**config.mk**
```make
export PLATFORM = sky130hd
export DESIGN_NAME = sack_block_composer_core_flat
export DESIGN_NICKNAME = d
export VERILOG_FILES = /design/src/rtl/sbc_pkg.sv /design/src/rtl/sbc_if.sv /design/src/rtl/sbc_step.sv /design/src/rtl/sbc_res_fifo.sv /design/src/rtl/sack_block_composer_core.sv /design/src/flat_wrapper.sv
export SDC_FILE = /design/constraint.sdc
export NUM_CORES = 1
export LEC_CHECK = 0
export BUFFER_PORTS_ARGS = -buffer_cell sky130_fd_sc_hd__buf_2
export CORE_ASPECT_RATIO = 1.1
export CORE_MARGIN = 2
export CORE_UTILIZATION = 45
export CTS_CLUSTER_SIZE = 24
export DETAILED_ROUTE_END_ITERATION = 6
export HOLD_SLACK_MARGIN = 0.02
export PLACE_DENSITY_LB_ADDON = 0.12
export SLEW_MARGIN = 20
export SYNTH_ARGS = -nofsm -noshare
export SYNTH_HDL_FRONTEND = slang
export SYNTH_SLANG_ARGS = --single-unit
```
**constraint.sdc**
```tcl
create_clock -name clk -period 10.1 [get_ports clk]
set_clock_uncertainty 0.15 [all_clocks]
set_input_delay 2.02 -clock clk [delete_from_list [all_inputs] [get_ports clk]]
set_output_delay 2.02 -clock clk [all_outputs]
set_load 0.05 [all_outputs]
```
**src/rtl/sbc_pkg.sv**
```systemverilog
`default_nettype none
// ----------------------------------------------------------------------------
// sbc_pkg: shared types and constants for the SACK block composer
// Option sizes, result record layout and the result-queue geometry.
// ----------------------------------------------------------------------------
package sbc_pkg;

  localparam int unsigned MAX_RANGES_DEF = 4;
  localparam int unsigned HEADER_BYTES   = 2;
  localparam int unsigned PAIR_BYTES     = 8;

  // result queue, depth must be a power of two and at least 2
  localparam int unsigned RES_DEPTH = 4;
  localparam int unsigned RES_PTR_W = $clog2(RES_DEPTH);
  localparam int unsigned RES_CNT_W = RES_PTR_W + 1;

  typedef struct packed {
    logic [31:0] seg_start;
    logic [15:0] seg_length;
    logic        first_item;
    logic        last_item;
    logic [7:0]  space_bytes;
  } seg_t;

  typedef struct packed {
    logic [31:0] range_start;
    logic [31:0] range_end;
    logic        range_valid;
    logic        run_done;
    logic        composed;
    logic [7:0]  option_bytes;
    logic [7:0]  space_left;
  } res_t;

  // results produced by one segment transfer: cnt of 0, 1 or 2, r0 first
  typedef struct packed {
    logic [1:0] cnt;
    res_t       r0;
    res_t       r1;
  } push_t;

  function automatic logic [7:0] option_len(input logic [2:0] ranges);
    return 8'(HEADER_BYTES) + 8'(PAIR_BYTES) * {5'd0, ranges};
  endfunction

endpackage
`default_nettype wire

```
**src/rtl/sbc_if.sv**
```systemverilog
`default_nettype none
// ----------------------------------------------------------------------------
// sbc_seg_if / sbc_res_if: valid/ready channels of the SACK block composer
// Segment descriptor channel in, SACK range result channel out.
// ----------------------------------------------------------------------------
interface sbc_seg_if;
  logic        valid;
  logic        ready;
  logic [31:0] seg_start;
  logic [15:0] seg_length;
  logic        first_item;
  logic        last_item;
  logic [7:0]  space_bytes;

  modport source (output valid, seg_start, seg_length, first_item, last_item, space_bytes,
                  input ready);
  modport sink   (input valid, seg_start, seg_length, first_item, last_item, space_bytes,
                  output ready);
endinterface

interface sbc_res_if;
  logic        valid;
  logic        ready;
  logic [31:0] range_start;
  logic [31:0] range_end;
  logic        range_valid;
  logic        run_done;
  logic        composed;
  logic [7:0]  option_bytes;
  logic [7:0]  space_left;

  modport source (output valid, range_start, range_end, range_valid, run_done, composed,
                  option_bytes, space_left, input ready);
  modport sink   (input valid, range_start, range_end, range_valid, run_done, composed,
                  option_bytes, space_left, output ready);
endinterface
`default_nettype wire

```
**src/rtl/sbc_step.sv**
```systemverilog
`default_nettype none
// ----------------------------------------------------------------------------
// sbc_step: per-segment range merge and option accounting
// Holds the open range and byte/block budget; emits up to two results per
// accepted segment (closed gap range, then the done record).
// ----------------------------------------------------------------------------
module sbc_step #(
  parameter int unsigned MAX_RANGES = sbc_pkg::MAX_RANGES_DEF
) (
  input  logic          clk,
  input  logic          rst_n,
  input  logic          seg_vld,
  input  sbc_pkg::seg_t seg,
  output sbc_pkg::push_t push
);
  import sbc_pkg::*;

  logic [31:0] range_left_r, range_left_nxt;
  logic [31:0] range_right_r, range_right_nxt;
  logic [2:0]  ranges_emitted_r, ranges_emitted_nxt;
  logic [7:0]  bytes_free_r, bytes_free_nxt;
  logic        halted_r, halted_nxt;
  logic        aborted_r, aborted_nxt;

  logic [31:0] seg_end;
  logic        exh_cur, exh_mid, gap;
  logic [31:0] rl_mid, rr_mid;
  logic [2:0]  re_mid, re_fin;
  logic [7:0]  bf_mid, bf_fin;
  logic        halted_mid, aborted_mid;
  res_t        gap_res, done_res;

  always_comb begin
    seg_end = seg.seg_start + 32'(seg.seg_length);
    exh_cur = halted_r || (bytes_free_r < 8'(PAIR_BYTES)) ||
              (ranges_emitted_r >= 3'(MAX_RANGES));
    gap         = 1'b0;
    rl_mid      = range_left_r;
    rr_mid      = range_right_r;
    re_mid      = ranges_emitted_r;
    bf_mid      = bytes_free_r;
    halted_mid  = halted_r;
    aborted_mid = aborted_r;

    if (seg.first_item) begin
      re_mid     = 3'd0;
      halted_mid = 1'b0;
      if (seg.space_bytes < 8'(HEADER_BYTES + PAIR_BYTES)) begin
        aborted_mid = 1'b1;
        bf_mid      = seg.space_bytes;
        rl_mid      = 32'd0;
        rr_mid      = 32'd0;
      end else begin
        aborted_mid = 1'b0;
        bf_mid      = seg.space_bytes - 8'(HEADER_BYTES);
        rl_mid      = seg.seg_start;
        rr_mid      = seg_end;
      end
    end else if (!aborted_r && !exh_cur) begin
      // older segment not abutting the open range: close it
      if (range_left_r != seg_end) begin
        gap    = 1'b1;
        bf_mid = bytes_free_r - 8'(PAIR_BYTES);
        re_mid = ranges_emitted_r + 3'd1;
        rr_mid = seg_end;
      end
      rl_mid = seg.seg_start;
    end

    gap_res = '{range_start: range_left_r, range_end: range_right_r, range_valid: 1'b1,
                run_done: 1'b0, composed: 1'b0, option_bytes: 8'd0, space_left: 8'd0};

    exh_mid = halted_mid || (bf_mid < 8'(PAIR_BYTES)) || (re_mid >= 3'(MAX_RANGES));
    bf_fin  = bf_mid - 8'(PAIR_BYTES);
    re_fin  = re_mid + 3'd1;

    if (aborted_mid) begin
      done_res = '{range_start: 32'd0, range_end: 32'd0, range_valid: 1'b0,
                   run_done: 1'b1, composed: 1'b0, option_bytes: 8'd0, space_left: bf_mid};
    end else if (!exh_mid) begin
      done_res = '{range_start: rl_mid, range_end: rr_mid, range_valid: 1'b1,
                   run_done: 1'b1, composed: 1'b1, option_bytes: option_len(re_fin),
                   space_left: bf_fin};
    end else begin
      done_res = '{range_start: 32'd0, range_end: 32'd0, range_valid: 1'b0,
                   run_done: 1'b1, composed: 1'b1, option_bytes: option_len(re_mid),
                   space_left: bf_mid};
    end

    range_left_nxt     = rl_mid;
    range_right_nxt    = rr_mid;
    ranges_emitted_nxt = re_mid;
    bytes_free_nxt     = bf_mid;
    halted_nxt         = halted_mid;
    aborted_nxt        = aborted_mid;
    if (seg.last_item) begin
      halted_nxt = 1'b1;
      if (!aborted_mid && !exh_mid) begin
        ranges_emitted_nxt = re_fin;
        bytes_free_nxt     = bf_fin;
      end
    end

    push.cnt = seg_vld ? ({1'b0, gap} + {1'b0, seg.last_item}) : 2'd0;
    push.r0  = gap ? gap_res : done_res;
    push.r1  = done_res;
  end

  always_ff @(posedge clk) begin
    if (!rst_n) begin
      range_left_r     <= '0;
      range_right_r    <= '0;
      ranges_emitted_r <= '0;
      bytes_free_r     <= '0;
      halted_r         <= 1'b0;
      aborted_r        <= 1'b0;
    end else if (seg_vld) begin
      range_left_r     <= range_left_nxt;
      range_right_r    <= range_right_nxt;
      ranges_emitted_r <= ranges_emitted_nxt;
      bytes_free_r     <= bytes_free_nxt;
      halted_r         <= halted_nxt;
      aborted_r        <= aborted_nxt;
    end
  end

endmodule
`default_nettype wire

```
**src/rtl/sbc_res_fifo.sv**
```systemverilog
`default_nettype none
// ----------------------------------------------------------------------------
// sbc_res_fifo: result queue, two writes and one read per cycle
// Takes 0..2 results per segment transfer; presents one per ready cycle.
// ----------------------------------------------------------------------------
module sbc_res_fifo (
  input  logic           clk,
  input  logic           rst_n,
  input  sbc_pkg::push_t push,
  output logic           push_ok,
  output logic           res_valid,
  input  logic           res_ready,
  output sbc_pkg::res_t  res_data
);
  import sbc_pkg::*;

  res_t                 mem [RES_DEPTH];
  logic [RES_PTR_W-1:0] wr_ptr_r, wr_ptr_nxt;
  logic [RES_PTR_W-1:0] rd_ptr_r, rd_ptr_nxt;
  logic [RES_CNT_W-1:0] cnt_r, cnt_nxt;
  logic                 pop;

  // room for a worst-case segment (two results) regardless of the pop
  assign push_ok   = cnt_r <= RES_CNT_W'(RES_DEPTH - 2);
  assign res_valid = cnt_r != '0;
  assign res_data  = mem[rd_ptr_r];
  assign pop       = res_valid && res_ready;

  always_comb begin
    wr_ptr_nxt = wr_ptr_r + RES_PTR_W'(push.cnt);
    rd_ptr_nxt = rd_ptr_r + RES_PTR_W'(pop);
    cnt_nxt    = cnt_r + RES_CNT_W'(push.cnt) - RES_CNT_W'(pop);
  end

  always_ff @(posedge clk) begin
    if (push.cnt != 2'd0) begin
      mem[wr_ptr_r] <= push.r0;
    end
    if (push.cnt == 2'd2) begin
      mem[wr_ptr_r + RES_PTR_W'(1)] <= push.r1;
    end
  end

  always_ff @(posedge clk) begin
    if (!rst_n) begin
      wr_ptr_r <= '0;
      rd_ptr_r <= '0;
      cnt_r    <= '0;
    end else begin
      wr_ptr_r <= wr_ptr_nxt;
      rd_ptr_r <= rd_ptr_nxt;
      cnt_r    <= cnt_nxt;
    end
  end

endmodule
`default_nettype wire

```
**src/rtl/sack_block_composer_core.sv**
```systemverilog
`default_nettype none
// ----------------------------------------------------------------------------
// sack_block_composer_core: SACK option range builder
// Merges buffered segments (newest first) into SACK ranges and reports
// the option length and remaining option space at the end of each run.
// ----------------------------------------------------------------------------
//  channel   dir  handshake            payload
//  in_seg    in   valid/ready (sink)   seg_start, seg_length, first/last_item,
//                                      space_bytes
//  out_res   out  valid/ready (source) range_start/end, range_valid, run_done,
//                                      composed, option_bytes, space_left
//
// One segment per cycle while in_seg.ready is high. A last segment that also
// closes a gap gives two results, drained one per cycle while out_res.ready
// is high from a 4-entry result queue; in_seg.ready drops while it holds > 2.
// Synchronous active-low reset clears the range state and the queue.
// Output stalls back up through the queue only, never into the range state.
// ----------------------------------------------------------------------------
module sack_block_composer_core #(
  parameter int unsigned MAX_RANGES = sbc_pkg::MAX_RANGES_DEF
) (
  input  logic      clk,
  input  logic      rst_n,
  sbc_seg_if.sink   in_seg,
  sbc_res_if.source out_res
);
  import sbc_pkg::*;

  seg_t  seg;
  push_t push;
  res_t  res;
  logic  seg_xfer;
  logic  push_ok;

  assign seg = '{seg_start: in_seg.seg_start, seg_length: in_seg.seg_length,
                 first_item: in_seg.first_item, last_item: in_seg.last_item,
                 space_bytes: in_seg.space_bytes};

  assign in_seg.ready = push_ok;
  assign seg_xfer     = in_seg.valid && push_ok;

  sbc_step #(
    .MAX_RANGES (MAX_RANGES)
  ) u_step (
    .clk     (clk),
    .rst_n   (rst_n),
    .seg_vld (seg_xfer),
    .seg     (seg),
    .push    (push)
  );

  sbc_res_fifo u_fifo (
    .clk       (clk),
    .rst_n     (rst_n),
    .push      (push),
    .push_ok   (push_ok),
    .res_valid (out_res.valid),
    .res_ready (out_res.ready),
    .res_data  (res)
  );

  assign out_res.range_start  = res.range_start;
  assign out_res.range_end    = res.range_end;
  assign out_res.range_valid  = res.range_valid;
  assign out_res.run_done     = res.run_done;
  assign out_res.composed     = res.composed;
  assign out_res.option_bytes = res.option_bytes;
  assign out_res.space_left   = res.space_left;

endmodule
`default_nettype wire

```
**src/flat_wrapper.sv**
```systemverilog
// flat-port wrapper written by rule: the top's interface ports become plain ports
module sack_block_composer_core_flat import sbc_pkg::*;
#(
  parameter int unsigned MAX_RANGES = sbc_pkg::MAX_RANGES_DEF
)
  (clk, rst_n, in_seg_valid, in_seg_seg_start, in_seg_seg_length, in_seg_first_item, in_seg_last_item, in_seg_space_bytes, in_seg_ready, out_res_valid, out_res_range_start, out_res_range_end, out_res_range_valid, out_res_run_done, out_res_composed, out_res_option_bytes, out_res_space_left, out_res_ready);
  sbc_seg_if in_seg_i ();
  sbc_res_if out_res_i ();
  input  logic clk;
  input  logic rst_n;
  input wire logic [$bits(in_seg_i.valid)-1:0] in_seg_valid;
  input wire logic [$bits(in_seg_i.seg_start)-1:0] in_seg_seg_start;
  input wire logic [$bits(in_seg_i.seg_length)-1:0] in_seg_seg_length;
  input wire logic [$bits(in_seg_i.first_item)-1:0] in_seg_first_item;
  input wire logic [$bits(in_seg_i.last_item)-1:0] in_seg_last_item;
  input wire logic [$bits(in_seg_i.space_bytes)-1:0] in_seg_space_bytes;
  output wire logic [$bits(in_seg_i.ready)-1:0] in_seg_ready;
  output wire logic [$bits(out_res_i.valid)-1:0] out_res_valid;
  output wire logic [$bits(out_res_i.range_start)-1:0] out_res_range_start;
  output wire logic [$bits(out_res_i.range_end)-1:0] out_res_range_end;
  output wire logic [$bits(out_res_i.range_valid)-1:0] out_res_range_valid;
  output wire logic [$bits(out_res_i.run_done)-1:0] out_res_run_done;
  output wire logic [$bits(out_res_i.composed)-1:0] out_res_composed;
  output wire logic [$bits(out_res_i.option_bytes)-1:0] out_res_option_bytes;
  output wire logic [$bits(out_res_i.space_left)-1:0] out_res_space_left;
  input wire logic [$bits(out_res_i.ready)-1:0] out_res_ready;
  assign in_seg_i.valid = in_seg_valid;
  assign in_seg_i.seg_start = in_seg_seg_start;
  assign in_seg_i.seg_length = in_seg_seg_length;
  assign in_seg_i.first_item = in_seg_first_item;
  assign in_seg_i.last_item = in_seg_last_item;
  assign in_seg_i.space_bytes = in_seg_space_bytes;
  assign in_seg_ready = in_seg_i.ready;
  assign out_res_valid = out_res_i.valid;
  assign out_res_range_start = out_res_i.range_start;
  assign out_res_range_end = out_res_i.range_end;
  assign out_res_range_valid = out_res_i.range_valid;
  assign out_res_run_done = out_res_i.run_done;
  assign out_res_composed = out_res_i.composed;
  assign out_res_option_bytes = out_res_i.option_bytes;
  assign out_res_space_left = out_res_i.space_left;
  assign out_res_i.ready = out_res_ready;
  sack_block_composer_core #(.MAX_RANGES(MAX_RANGES)) u_core (.clk(clk), .rst_n(rst_n), .in_seg(in_seg_i), .out_res(out_res_i));
endmodule
```
== Word level (Yosys, flattened, before mapping) ==
Memory sizes are Yosys's and may differ from the RTL's. A register that Yosys moved wholly into a read port is not among the register bits.
Cells that the tools add are included.
Storage, ports and cells
  flip-flop bits (word level): 84
  input port bits: 62
  logic and storage cells: 80
  memory bits (read-only): 0
  bits in latches: 0
  RAM bits: 332
  memories kept: 1
Operators by class
  shift-type cells: 0
  add/sub/neg operators: 14
  equal/unequal tests: 2
  reduce and logical (&&, ||, !) cells: 14
  $mul: 0
  div/mod/pow operators: 0
  bitwise gates (word level): 0
  order comparisons: 6
  muxes and demuxes: 34
Memory list
  u_core.u_fifo.mem: words 4, bits a word 83, read ports 1, clocked after memory_dff 1, wr ports 2, RTL line sbc_res_fifo.sv:17  | res_t mem [RES_DEPTH];
Operators with widths (number)
  83-bit two-way mux: 3
  32-bit two-way mux: 7
  8-bit two-way mux: 6
  32-bit by 16-bit adder with 32-bit output: 1
  32-bit != test: 1
  8-bit by 4-bit less-than comparator with 1-bit output, second input constant: 3
  8-bit by 4-bit subtractor with 8-bit output, second input constant: 2
  3-bit two-way mux: 5
  2-bit by 6-bit adder with 7-bit output, first input constant: 2
  1-bit two-way mux: 11
  8-bit by 2-bit subtractor with 8-bit output, second input constant: 1
  3-bit by 1-bit adder with 3-bit output, second input constant: 2
  3-bit greater-or-equal comparator, second input constant: 2
  1-bit logical AND: 4
  1-bit logical NOT: 4
  1-bit logical OR: 4
  2-bit two-way mux: 2
  3-bit by 2-bit adder with 3-bit output: 1
  3-bit by 2-bit <= comparator with 1-bit output, second input constant: 1
  3-bit nonzero test: 1
  3-bit by 1-bit subtractor with 3-bit output: 1
  1-bit by 1-bit adder with 2-bit output: 1
  2-bit by 1-bit adder with 2-bit output: 1
  2-bit by 1-bit adder with 2-bit output, second input constant: 1
  other kinds (3): 3

== Depth between registers and ports, before layout ==
Gate-level depths: netlist (run 1).
  depth after elaboration: 14
  mapped depth: 22

== Hierarchy ==
From an unflattened synthesis (run 1), not the netlist that was laid out.
Second synthesis, totals
  cells, all modules: 1924
  area, all modules: 24893.9 µm²
Modules (own cells, without submodules)
  sbc_res_fifo: seq. area each 10109.7 µm², cells an instance 850, area an instance 16766.1 µm², times used 1
  sbc_step: seq. area each 1541.5 µm², cells an instance 1073, area an instance 8121.5 µm², times used 1
  sack_block_composer_core: seq. area each 0.0 µm², cells an instance 1, area an instance 6.3 µm², times used 1

== Worst setup path after synthesis (run 1) ==
Ideal clock, no wire load.
  kind: input to register
  start: input in_seg_seg_length[0]
  end: memory u_core.u_fifo.mem[1][0] (netlist name), enable pin
  data arrival time: 9548 ps
  data required time: 9411 ps
  stages: 16
  buffers on the path: 0
  setup time: 539 ps
  slack: -137 ps
  cell sequence: ha_1 > inv_1 > fa_1 > nand2b_1 > a21oi_1 > o21ai_2 > o221a_2 > xnor3_1 > or4b_1 > nor4_2 > nand4_1 > nand3_1 > inv_1 > ha_1 > or3_1 > a21oi_1
RTL lines
  start: declaration: RTL line flat_wrapper.sv:13  | input wire logic [$bits(in_seg_i.seg_length)-1:0] in_seg_seg_length;
  end: declaration: RTL line sbc_res_fifo.sv:17

==> flow_summary.toml, run 1 <==
[synth]
avgSynthCellArea_um2 = 10.4
synth_commonest_cells = "382 x nand2_1, 308 x edfxtp_1, 265 x o21ai_0"
ys_seq_elements = 396
synthDistinctLibCells = 92
syn_inst = 2068
yosysSeqAreaShare_pct = 51.3
netlist_top_cells_area = "edfxtp_1 43%, dfxtp_1 8.2%, mux4_2 8.2%"
synthMostInstantiatedCell = "nand2_1"
synth_top_area_share_pct = 43.1
synth-async-reset-ratio_pct = 0
synth_edf_count = 308
syn-cell-area_um2 = 21500
yosysWarnings = 0
synth_top_cell_by_area = "edfxtp_1"
ys.flop_type = "edfxtp_1"

[timing]
tightest_slew_ns = 1.02
slew_violations = 0
hold_viol = 0
fin_crit_sh_pct = 83.9
hold_ws_ns = 0.299
setup_tns_ns = 0
setup_violations = 0
fin_ws_ns = 1.63
finalWorstPathRequiredPeriod_ns = 8.47
maxClockFrequency_ghz = 0.118
relSlewSlack_pct = 32.1
rsz0062_at_grt = "no"

[power_and_ir_drop]
p_int_mw = 3.52
vdd_drop_max_uv = 149
power_density_nw_per_um2 = 251
p_sw_mw = 2.52
sequentialPowerShare_pct = 36.1
p_leak_nw = 7.86
p_comb_share_pct = 39.8
power.share.clock_pct = 24.1
netSwitchingFraction_pct = 41.8

[setup_path]
worstSetupPathType = "primary input to register"
worstSetupEndpointType = "register"
crit_chain = "buf_2 > ha_1 > and4_1 > nand2_1 > a211oi_1 > nor3_1 > nor3_1 > nor2_1 > nor4b_1 > nand4_1 > buf_4 > nand3_1 > inv_1 > ha_1 > o21ai_0 > nand2b_1 > a31o_2 > a21o_1 > buf_4 > a311o_2 > buf_12 > o21bai_1 > o2bb2ai_1"
crit_slowest_cell = "ha_1"
critPathLaunchType = "primary input"
cp.arrival_ns = 8.75
critical_path.max_stage_delay_ns = 0.67
cp_max_fo = 44
critPathRequiredTime_ns = 10.38

[detailed_routing]
route.vias.total = 17300
wirelength_um = 70400
vias_per_cell = 6.14
wl_per_cell_um = 25.1
drc_errors = 0
drt.antenna.violating_nets = 0
initialDrtViolationCount = 1542
dr.pass1.iters = 5

[global_route]
antenna_found_initial = 5
grt_max_degree = 75
grt_usage_pct = 28.6
grt_pass1_vias = 17000
grt_remaining_overflow = 0
grt_pass1_wl_um = 106000

[clock_tree]
cts_resized = 0
clock_sink_count = 396
clkLatencyLatePin_ns = 0.58
path_clk_slew_ns = 0.06
cts_made_buffers = 42
cts-root-buf = "clkbuf_16"
htree_levels = 2
cts_tree = "done"
cts_buffer_depth = 3
ctsHoldBuffers = 0
cts_setup_buffers = 0

[placement]
io_buffers = 142
pre_cts_slack_ns = 1.07
dp_hpwl_um = 46600
gp_congestion = 0.970

[cells_and_area]
drive_above_1_share_pct = 16.4
area_delta_synth_final_pct = 12.3
fillers = 4305
finalNetCount = 2227
multi_input_area_um2 = 9820
regArea_um2 = 11000
final_util_pct = 51.3

[floorplanning]
die_area_um2 = 49500
row_count = 83
die_x_um = 212
ioPinCount = 147
die_y_um = 233
core_area_um2 = 46900
start_util_pct = 45.7

[hold_path]
hold_class = "register to register"

[outcome]
status = "finished, final reports clean"

[job]
max-cap-violations = 0
## path summary, 6_finish.rpt
path | cells past startpoint | to | slack, ns | start
hold reg to reg | 2 | u_core.u_fifo.mem[0][17]$_SDFFE_PP1P_ | 0.30 | u_core.u_fifo.mem[0][17]$_SDFFE_PP1P_
setup / recovery | 23 | u_core.u_fifo.mem[1][20]$_DFFE_PP_ | 1.63 | in_seg_seg_start[15]
hold / removal | 2 | u_core.u_fifo.mem[0][17]$_SDFFE_PP1P_ | 0.30 | u_core.u_fifo.mem[0][17]$_SDFFE_PP1P_
setup reg to reg | 21 | u_core.u_fifo.mem[1][20]$_DFFE_PP_ | 4.03 | u_core.u_step.range_left_r[22]$_SDFFE_PN0P_
## area by class of cell
| class | instances | area share (%) |
|---|---|---|
| Antenna cell | 2 | 0.0208 |
| Timing Repair Buffer | 179 | 4.62 |
| Sequential cell | 396 | 45.7 |
| Tap cell | 637 | 3.31 |
| Clock buffer | 62 | 4.84 |
| Inverter | 22 | 0.343 |
| Clock inverter | 16 | 0.415 |
| Multi-Input combinational cell | 1495 | 40.7 |
## routing by layer
layer	vias to the layer above	share of wire, %	GRT usage [%]	routed length (um)
li1	7836	-	-	-
met3	156	7.4	4.64	5240
met5	-	0.018	0	13
met1	8502	41	37.6	28600
met2	756	48	47.9	34100
met4	2	3.4	10.5	2420
## state kept, by name, indices dropped and copies added (netlist names), 2 cells and up
register / flops
u_core.u_fifo.rd_ptr_r: 2
u_core.u_fifo.mem: 312
u_core.u_fifo.wr_ptr_r: 2
u_core.u_step.bytes_free_r: 8
u_core.u_step.ranges_emitted_r: 3
u_core.u_step.range_left_r: 32
u_core.u_fifo.cnt_r: 3
u_core.u_step.range_right_r: 32
## worst max-delay path, delay by kind of cell
kind                       cells  cell delay (ns)
buffers and inverters          5             1.00
AOI/OAI and AO/OA              7             2.11
adders and majority gates      2             1.05
and+or+nand+nor                9             2.54
## power groups by stage
stage / combinational (mW) / clock, mW / sequential (mW)
floorplan: 1.79 / 0 / 2.13
global placement: 2.39 / 0 / 2.21
detailed placement: 2.40 / 0 / 2.22
CTS: 2.41 / 1.47 / 2.18
global route: 2.54 / 1.53 / 2.21
finish: 2.40 / 1.46 / 2.18
## per-stage QoR
step                power [mW]  area [um2]  cells
detailed placement        4.62       22800   2729
CTS                       6.07       24100   2807
finish                    6.04       24100   2809
floorplan                 3.92       21500   2071
global route              6.29       24100   2808
global placement          4.60       22800   2729
## cells by family after synthesis
logic type | share of synthesized area (%)
flops | 51.3
xor+xnor | 3.51
fa+ha+maj | 1.76
mux | 9.13
compound gates | 15.7
buf+inv | 3.42
other cells | 0.0175
simple gates | 15.2
## placed cells by master, fill, tap and decap left out, types with 46 or more instances in the layout
master,n
a21oi_1,102
buf_2,142
dfxtp_1,86
edfxtp_1,308
mux4_2,78
nand2_1,380
nand3_1,59
nor2_1,133
nor3_1,46
o21ai_0,265
Note: power is estimated with default switching activity, not from simulation.
==> run 2, diff against run 1 <==
- clock period: 10.1 -> 6.9 ns (I/O delays scaled with it)
==> run 2 against run 1 <==
  * Non-clock buffer count up 94
  * Critical path depth shrank 5
  * Via count up 3.1%
  * Core utilization is 2.4 points higher
  * Total power increased by 53%
  * Die area stayed put
  * First-iteration DRC count rose by 13%
  * Sequential power increased by 48%
  * Worst setup slack lost 1.4 ns
  * Critical endpoint is now u_core.u_fifo.mem[1][57]$_DFFE_PP_
==> flow_summary.toml, run 2 (same netlist as run 1, synthesis figures left out) <==
[outcome]
status = "finished, final reports clean"

[timing]
hold_viol = 0
tightest_slew_ns = 1.02
finalWorstPathRequiredPeriod_ns = 6.67
hold_ws_ns = 0.295
fin_crit_sh_pct = 96.7
slew_violations = 0
relSlewSlack_pct = 32.3
rsz0062_at_grt = "no"
setup_violations = 0
maxClockFrequency_ghz = 0.150

[setup_path]
critPathLaunchType = "primary input"
critical_path.startpoint = "in_seg_seg_start[0]"
r2r_end = "u_core.u_fifo.mem[1][57]$_DFFE_PP_"
crit_slowest_cell = "or4_1"
worstSetupPathType = "primary input to register"
worstSetupEndpointType = "register"
crit_end = "u_core.u_fifo.mem[1][57]$_DFFE_PP_"
cp.arrival_ns = 6.82
cp_num_buf_inv = 4
crit_family = "simple AND/OR/NAND/NOR gates"
crit_chain = "buf_2 > ha_1 > inv_1 > fa_1 > xor2_1 > xnor2_1 > or3_1 > or3_1 > nor4_1 > nand4_1 > or4_1 > nor3_1 > a211oi_1 > a2111oi_2 > buf_4 > a311o_2 > buf_4 > o21ai_0"
cp_num_cells = 18
rr_startpoint = "u_core.u_step.range_left_r[22]$_SDFFE_PN0P_"
r2r_slack_ns = 1.53
cp_max_fo = 17
ff2ff_path_depth = 14
critPathRequiredTime_ns = 7.05
critical_path.max_stage_delay_ns = 0.66

[cells_and_area]
final_common_cell = "nand2_1"
final_util_pct = 53.7
final_cell_area_um2 = 25200
largest-register = "u_core.u_fifo.mem"
fillers = 4238
drive_above_1_share_pct = 20.5
finalNetCount = 2322
largest_reg_flops = 312
area_delta_synth_final_pct = 17.5
reg.largest.list = "u_core.u_fifo.mem (312), u_core.u_step.range_left_r (32), u_core.u_step.range_right_r (32)"
most-common-layout-cells = "380 x nand2_1, 308 x edfxtp_1, 265 x o21ai_0, 142 x buf_2, 133 x nor2_1"

[floorplanning]
row_count = 83
die_area_um2 = 49500
core_area_um2 = 46900
start_util_pct = 45.7
ioPinCount = 147
die_x_um = 212
die_y_um = 233

[clock_tree]
cts_resized = 0
cts_buffer_depth = 3
cts-root-buf = "clkbuf_16"
path_clk_slew_ns = 0.06
cts_made_buffers = 43
clock_sink_count = 396
htree_levels = 2
cts_tree = "done"
cts_setup_buffers = 0
ctsHoldBuffers = 0
clkLatencyLatePin_ns = 0.58

[power_and_ir_drop]
power.share.clock_pct = 25.2
p_total_mw = 9.27
p_int_mw = 5.49
p_comb_share_pct = 40.1
p_sw_mw = 3.77
netSwitchingFraction_pct = 40.7
sequentialPowerShare_pct = 34.8
p_leak_nw = 8.49
power_density_nw_per_um2 = 367
vdd_drop_max_uv = 221

[job]
max-cap-violations = 0

[placement]
place_area_um2 = 23800
dp_hpwl_um = 49600
io_buffers = 142
gp_congestion = 0.974

[global_route]
grt_max_degree = 75
grt_remaining_overflow = 0
grt_pass1_wl_um = 111000
antenna_found_initial = 2
grt_usage_pct = 30.2
grt_pass1_vias = 17800

[detailed_routing]
drt.antenna.violating_nets = 0
dr.pass1.iters = 6
drc_errors = 0
route.vias.total = 17800
wl_per_cell_um = 25.4
vias_per_cell = 6.13
initialDrtViolationCount = 1742
wirelength_um = 73900

[hold_path]
hold_class = "register to register"
[run 2: cell types whose count changed in the layout (fill, tap and decap cells not counted), sizes merged]
cell,previous run,this run
buf,179,273
bufinv,0,3
clkinv,11,14
clkinvlp,3,1
clkbuf,62,61
diode,2,1
inv,24,23
[run 2: worst min-delay path by stage]
stage | from | to | slack (ns) | cells past startpoint
6_report | u_core.u_fifo.mem[0][17]$_SDFFE_PP1P_ | u_core.u_fifo.mem[0][17]$_SDFFE_PP1P_ | 0.30 | 2
5_1_grt | u_core.u_fifo.mem[0][17]$_SDFFE_PP1P_ | u_core.u_fifo.mem[0][17]$_SDFFE_PP1P_ | 0.32 | 2
4_1_cts | u_core.u_fifo.mem[0][17]$_SDFFE_PP1P_ | u_core.u_fifo.mem[0][17]$_SDFFE_PP1P_ | 0.30 | 2
3_5_place_dp | u_core.u_fifo.mem[2][17]$_SDFFE_PP1P_ | u_core.u_fifo.mem[2][17]$_SDFFE_PP1P_ | 0.29 | 2
3_3_place_gp | u_core.u_fifo.mem[0][17]$_SDFFE_PP1P_ | u_core.u_fifo.mem[0][17]$_SDFFE_PP1P_ | 0.28 | 2
2_1_floorplan | u_core.u_fifo.mem[2][17]$_SDFFE_PP1P_ | u_core.u_fifo.mem[2][17]$_SDFFE_PP1P_ | 0.27 | 2
[run 2: per-stage QoR]
step	setup TNS (ns)	std cells	setup WS, ns
global placement	-44.68	2823	-0.288
floorplan	0	2071	0.000723
global route	0	2904	0.0715
finish	0	2904	0.231
CTS	0	2903	0.383
detailed placement	-36.15	2823	-0.193
[run 2: cell type report]
cell class / count / area, um2 / share of cell area, %
Antenna cell: 1 / 2.50 / 0.00992
Clock buffer: 61 / 1230 / 4.90
Timing Repair Buffer: 273 / 2060 / 8.15
Tap cell: 637 / 797 / 3.16
Sequential cell: 396 / 11000 / 43.7
Clock inverter: 19 / 191 / 0.759
Inverter: 22 / 82.6 / 0.327
Multi-Input combinational cell: 1495 / 9840 / 39.0
[run 2: worst register-to-register path: stages, from the launching register on]
cell       delay (ns)
dfxtp_1          0.38
xnor2_1          0.50
a311oi_1         0.21
or3_1            0.43
or3_1            0.35
nor4_1           0.52
nand4_1          0.24
or4_1            0.66
nor3_1           0.25
a211oi_1         0.15
a2111oi_2        0.34
buf_4            0.22
a311o_2          0.24
buf_4            0.30
o21ai_0          0.16
[run 2: routing by layer]
metal / part of all wire [%] / track usage [%] / up-vias
li1: - / - / 8054
met3: 7.6 / 4.33 / 124
met4: 2.7 / 9.38 / 2
met2: 50 / 51.7 / 832
met5: 0.018 / 0 / -
met1: 40 / 39.7 / 8783
[run 2: power by group through the flow]
stage	sequential, mW	combinational [mW]	clock, mW
6_report	3.22	3.71	2.33
5_1_grt	3.26	3.94	2.46
4_1_cts	3.22	3.72	2.36
3_5_place_dp	3.27	3.71	0
3_3_place_gp	3.25	3.70	0
2_1_floorplan	3.10	2.63	0
==> run 3, diff against run 2 <==
- ABC_AREA: not set -> 1
- CORE_MARGIN: 2 -> not set
- GPL_TIMING_DRIVEN: not set -> 0
==> run 3 against run 2 <==
  * Largest cell class unchanged
  * Clock power grew 8%
  * Cell count up 33%
  * Sequential power is 5% lower
  * Sequential share of layout area shrank 2.2 points
  * Synthesized area up 7.2%
  * Count of clock-buffer cells in the layout rose by 10
  * First-iteration DRC count up 51%
==> flow_summary.toml, run 3 <==
[hold_path]
hold_class = "register to register"
hold_depth = 2

[detailed_routing]
wirelength_um = 88900
drt.antenna.violating_nets = 0
route.vias.total = 23100
vias_per_cell = 6.00
drc_errors = 0
dr.pass1.iters = 6
wl_per_cell_um = 23.0
initialDrtViolationCount = 2628

[cells_and_area]
drive_above_1_share_pct = 11.4
final_common_cell = "nand2_1"
most-common-layout-cells = "608 x nand2_1, 485 x o21ai_0, 308 x edfxtp_1, 290 x nor2_1, 232 x nand3_1"
finalNetCount = 3252
largest_reg_flops = 312
reg.largest.list = "u_core.u_fifo.mem (312), u_core.u_step.range_left_r (32), u_core.u_step.range_right_r (32)"
fin_cells = 3858
area_delta_synth_final_pct = 15.4
antenna_cells = 0
largest-register = "u_core.u_fifo.mem"

[clock_tree]
cts_buffer_depth = 3
cts-root-buf = "clkbuf_16"
clkLatencyLatePin_ns = 0.60
cts_tree = "done"
cts_made_buffers = 45
htree_levels = 2
clock_sink_count = 396
ctsHoldBuffers = 0
path_clk_slew_ns = 0.06

[global_route]
grt_usage_pct = 33.9
antenna_found_initial = 0
grt_pass1_wl_um = 132000
grt_max_degree = 28
grt_pass1_vias = 21600
grt_remaining_overflow = 0

[synth]
yosysSeqAreaShare_pct = 47.8
ys_seq_elements = 396
synth_top_cell_by_area = "edfxtp_1"
yosysWarnings = 0
synth_top_area_share_pct = 40.2
synthMostInstantiatedCell = "nand2_1"
avgSynthCellArea_um2 = 7.80
syn-cell-area_um2 = 23000
syn_inst = 2951
ys.flop_type = "edfxtp_1"
netlist_top_cells_area = "edfxtp_1 40%, o21ai_0 11%, nand2_1 10%"
synth_commonest_cells = "612 x nand2_1, 485 x o21ai_0, 308 x edfxtp_1"
synthDistinctLibCells = 47
synth_edf_count = 308
synth-async-reset-ratio_pct = 0

[setup_path]
crit_slowest_cell = "fa_1"
critPathLaunchType = "primary input"
cp_max_fo = 24
critPathRequiredTime_ns = 7.19
crit_top_cell = "nand2_1"
cp.arrival_ns = 7.01
r2r_slack_ns = 1.80
worstSetupPathType = "primary input to register"
ff2ff_path_depth = 26
critical_path.max_stage_delay_ns = 0.38
worstSetupEndpointType = "register"

[timing]
maxClockFrequency_ghz = 0.149
finalWorstPathRequiredPeriod_ns = 6.72
hold_viol = 0
rsz0062_at_grt = "yes"
tightest_slew_ns = 1.02
setup_violations = 0
slew_violations = 0
fin_ws_ns = 0.178
relSlewSlack_pct = 32.0
fin_crit_sh_pct = 97.4
setup_tns_ns = 0

[floorplanning]
start_util_pct = 45.8
ioPinCount = 147
core_area_um2 = 50300
die_y_um = 239
row_count = 86
die_area_um2 = 52100
die_x_um = 218

[job]
max-cap-violations = 0

[placement]
dp_hpwl_um = 64600
placed_cells_incl_taps = 3767
gp_congestion = 0.979
io_buffers = 141
pre_cts_slack_ns = -1.64

[power_and_ir_drop]
netSwitchingFraction_pct = 48.4
sequentialPowerShare_pct = 28.4
p_int_mw = 5.56
power_density_nw_per_um2 = 406
p_leak_nw = 9.83
p_comb_share_pct = 48.3
vdd_drop_max_uv = 332
power.share.clock_pct = 23.3
p_sw_mw = 5.23

[outcome]
status = "finished, final reports clean"
run 3: cell count changes in the layout (fill, tap and decap cells not counted), moves of 29 or more:
cell,change
a211oi_1,-35
a21oi_1,+29
buf_4,-82
clkbuf_1,+142
inv_1,+191
mux4_2,-78
nand2_1,+228
nand3_1,+174
nor2_1,+157
nor2_2,+31
nor3_1,-38
o21ai_0,+220
o21ai_1,+108
o22ai_1,+73
run 3: worst max-delay path: cells and delay by family:
| family | cells | cell delay, ns |
|---|---|---|
| fa+ha+maj | 3 | 0.80 |
| buf+inv | 11 | 1.59 |
| simple gates | 25 | 3.19 |
run 3: final timing paths:
path | from | end
worst max-delay path | in_seg_seg_start[0] | u_core.u_fifo.mem[0][12]$_DFFE_PP_
worst min register to register | u_core.u_fifo.mem[2][17]$_SDFFE_PP1P_ | u_core.u_fifo.mem[2][17]$_SDFFE_PP1P_
worst min-delay path | u_core.u_fifo.mem[2][17]$_SDFFE_PP1P_ | u_core.u_fifo.mem[2][17]$_SDFFE_PP1P_
worst max register to register | u_core.u_step.range_left_r[1]$_SDFFE_PN0P_ | u_core.u_fifo.mem[1][53]$_DFFE_PP_
run 3: repair_timing:
action | in CTS | in global routing
setup buffers | 6 | 2
pin swaps | 0 | 1
endpoints found under the setup margin | 620 | 566
resized for setup | 30 | 48
run 3: stage by stage:
step	hold slack, ns	cell area [um2]	total power [mW]	util, %
finish	0.308	26500	10.8	52.8
global route	0.334	26500	11.2	52.8
CTS	0.308	26500	10.7	52.7
detailed placement	0.297	24900	8.20	49.5
global placement	0.292	24600	8.11	49.0
floorplan	0.271	23100	6.57	-
run 3: layout make-up:
type	count	area [um2]
flip-flops and latches	396	11000
well taps	660	826
fillers	4821	23700
multi-input cells	2151	10500
plain buffers	183	807
inverters	223	852
clock buffers	71	1310
repair buffers	161	1010
clock inverters	13	203
run 3: cell families after synthesis:
group | synth area share, %
AO/OA/AOI/OAI | 19.8
buffers and inverters | 6.84
flip-flops | 47.8
other | 0.0163
multiplexers | 0.130
adder cells (fa/ha/maj) | 1.64
XOR/XNOR | 0.826
AND/OR/NAND/NOR | 22.9
run 3: layer usage:
metal | track usage (%) | up-vias | share of wire, %
met1 | 45.1 | 11000 | 40
met4 | 14.7 | 0 | 4.3
met3 | 6.13 | 230 | 10
li1 | - | 10600 | -
met2 | 53.9 | 1355 | 46
met5 | 0 | - | 0
run 3: power by group through the flow:
stage / sequential (mW) / clock (mW) / combinational [mW]
after floorplan: 3.07 / 0 / 3.50
after global placement: 3.12 / 0 / 4.99
after detailed placement: 3.10 / 0 / 5.10
after CTS: 3.06 / 2.52 / 5.13
after global routing: 3.09 / 2.60 / 5.55
final: 3.06 / 2.51 / 5.22
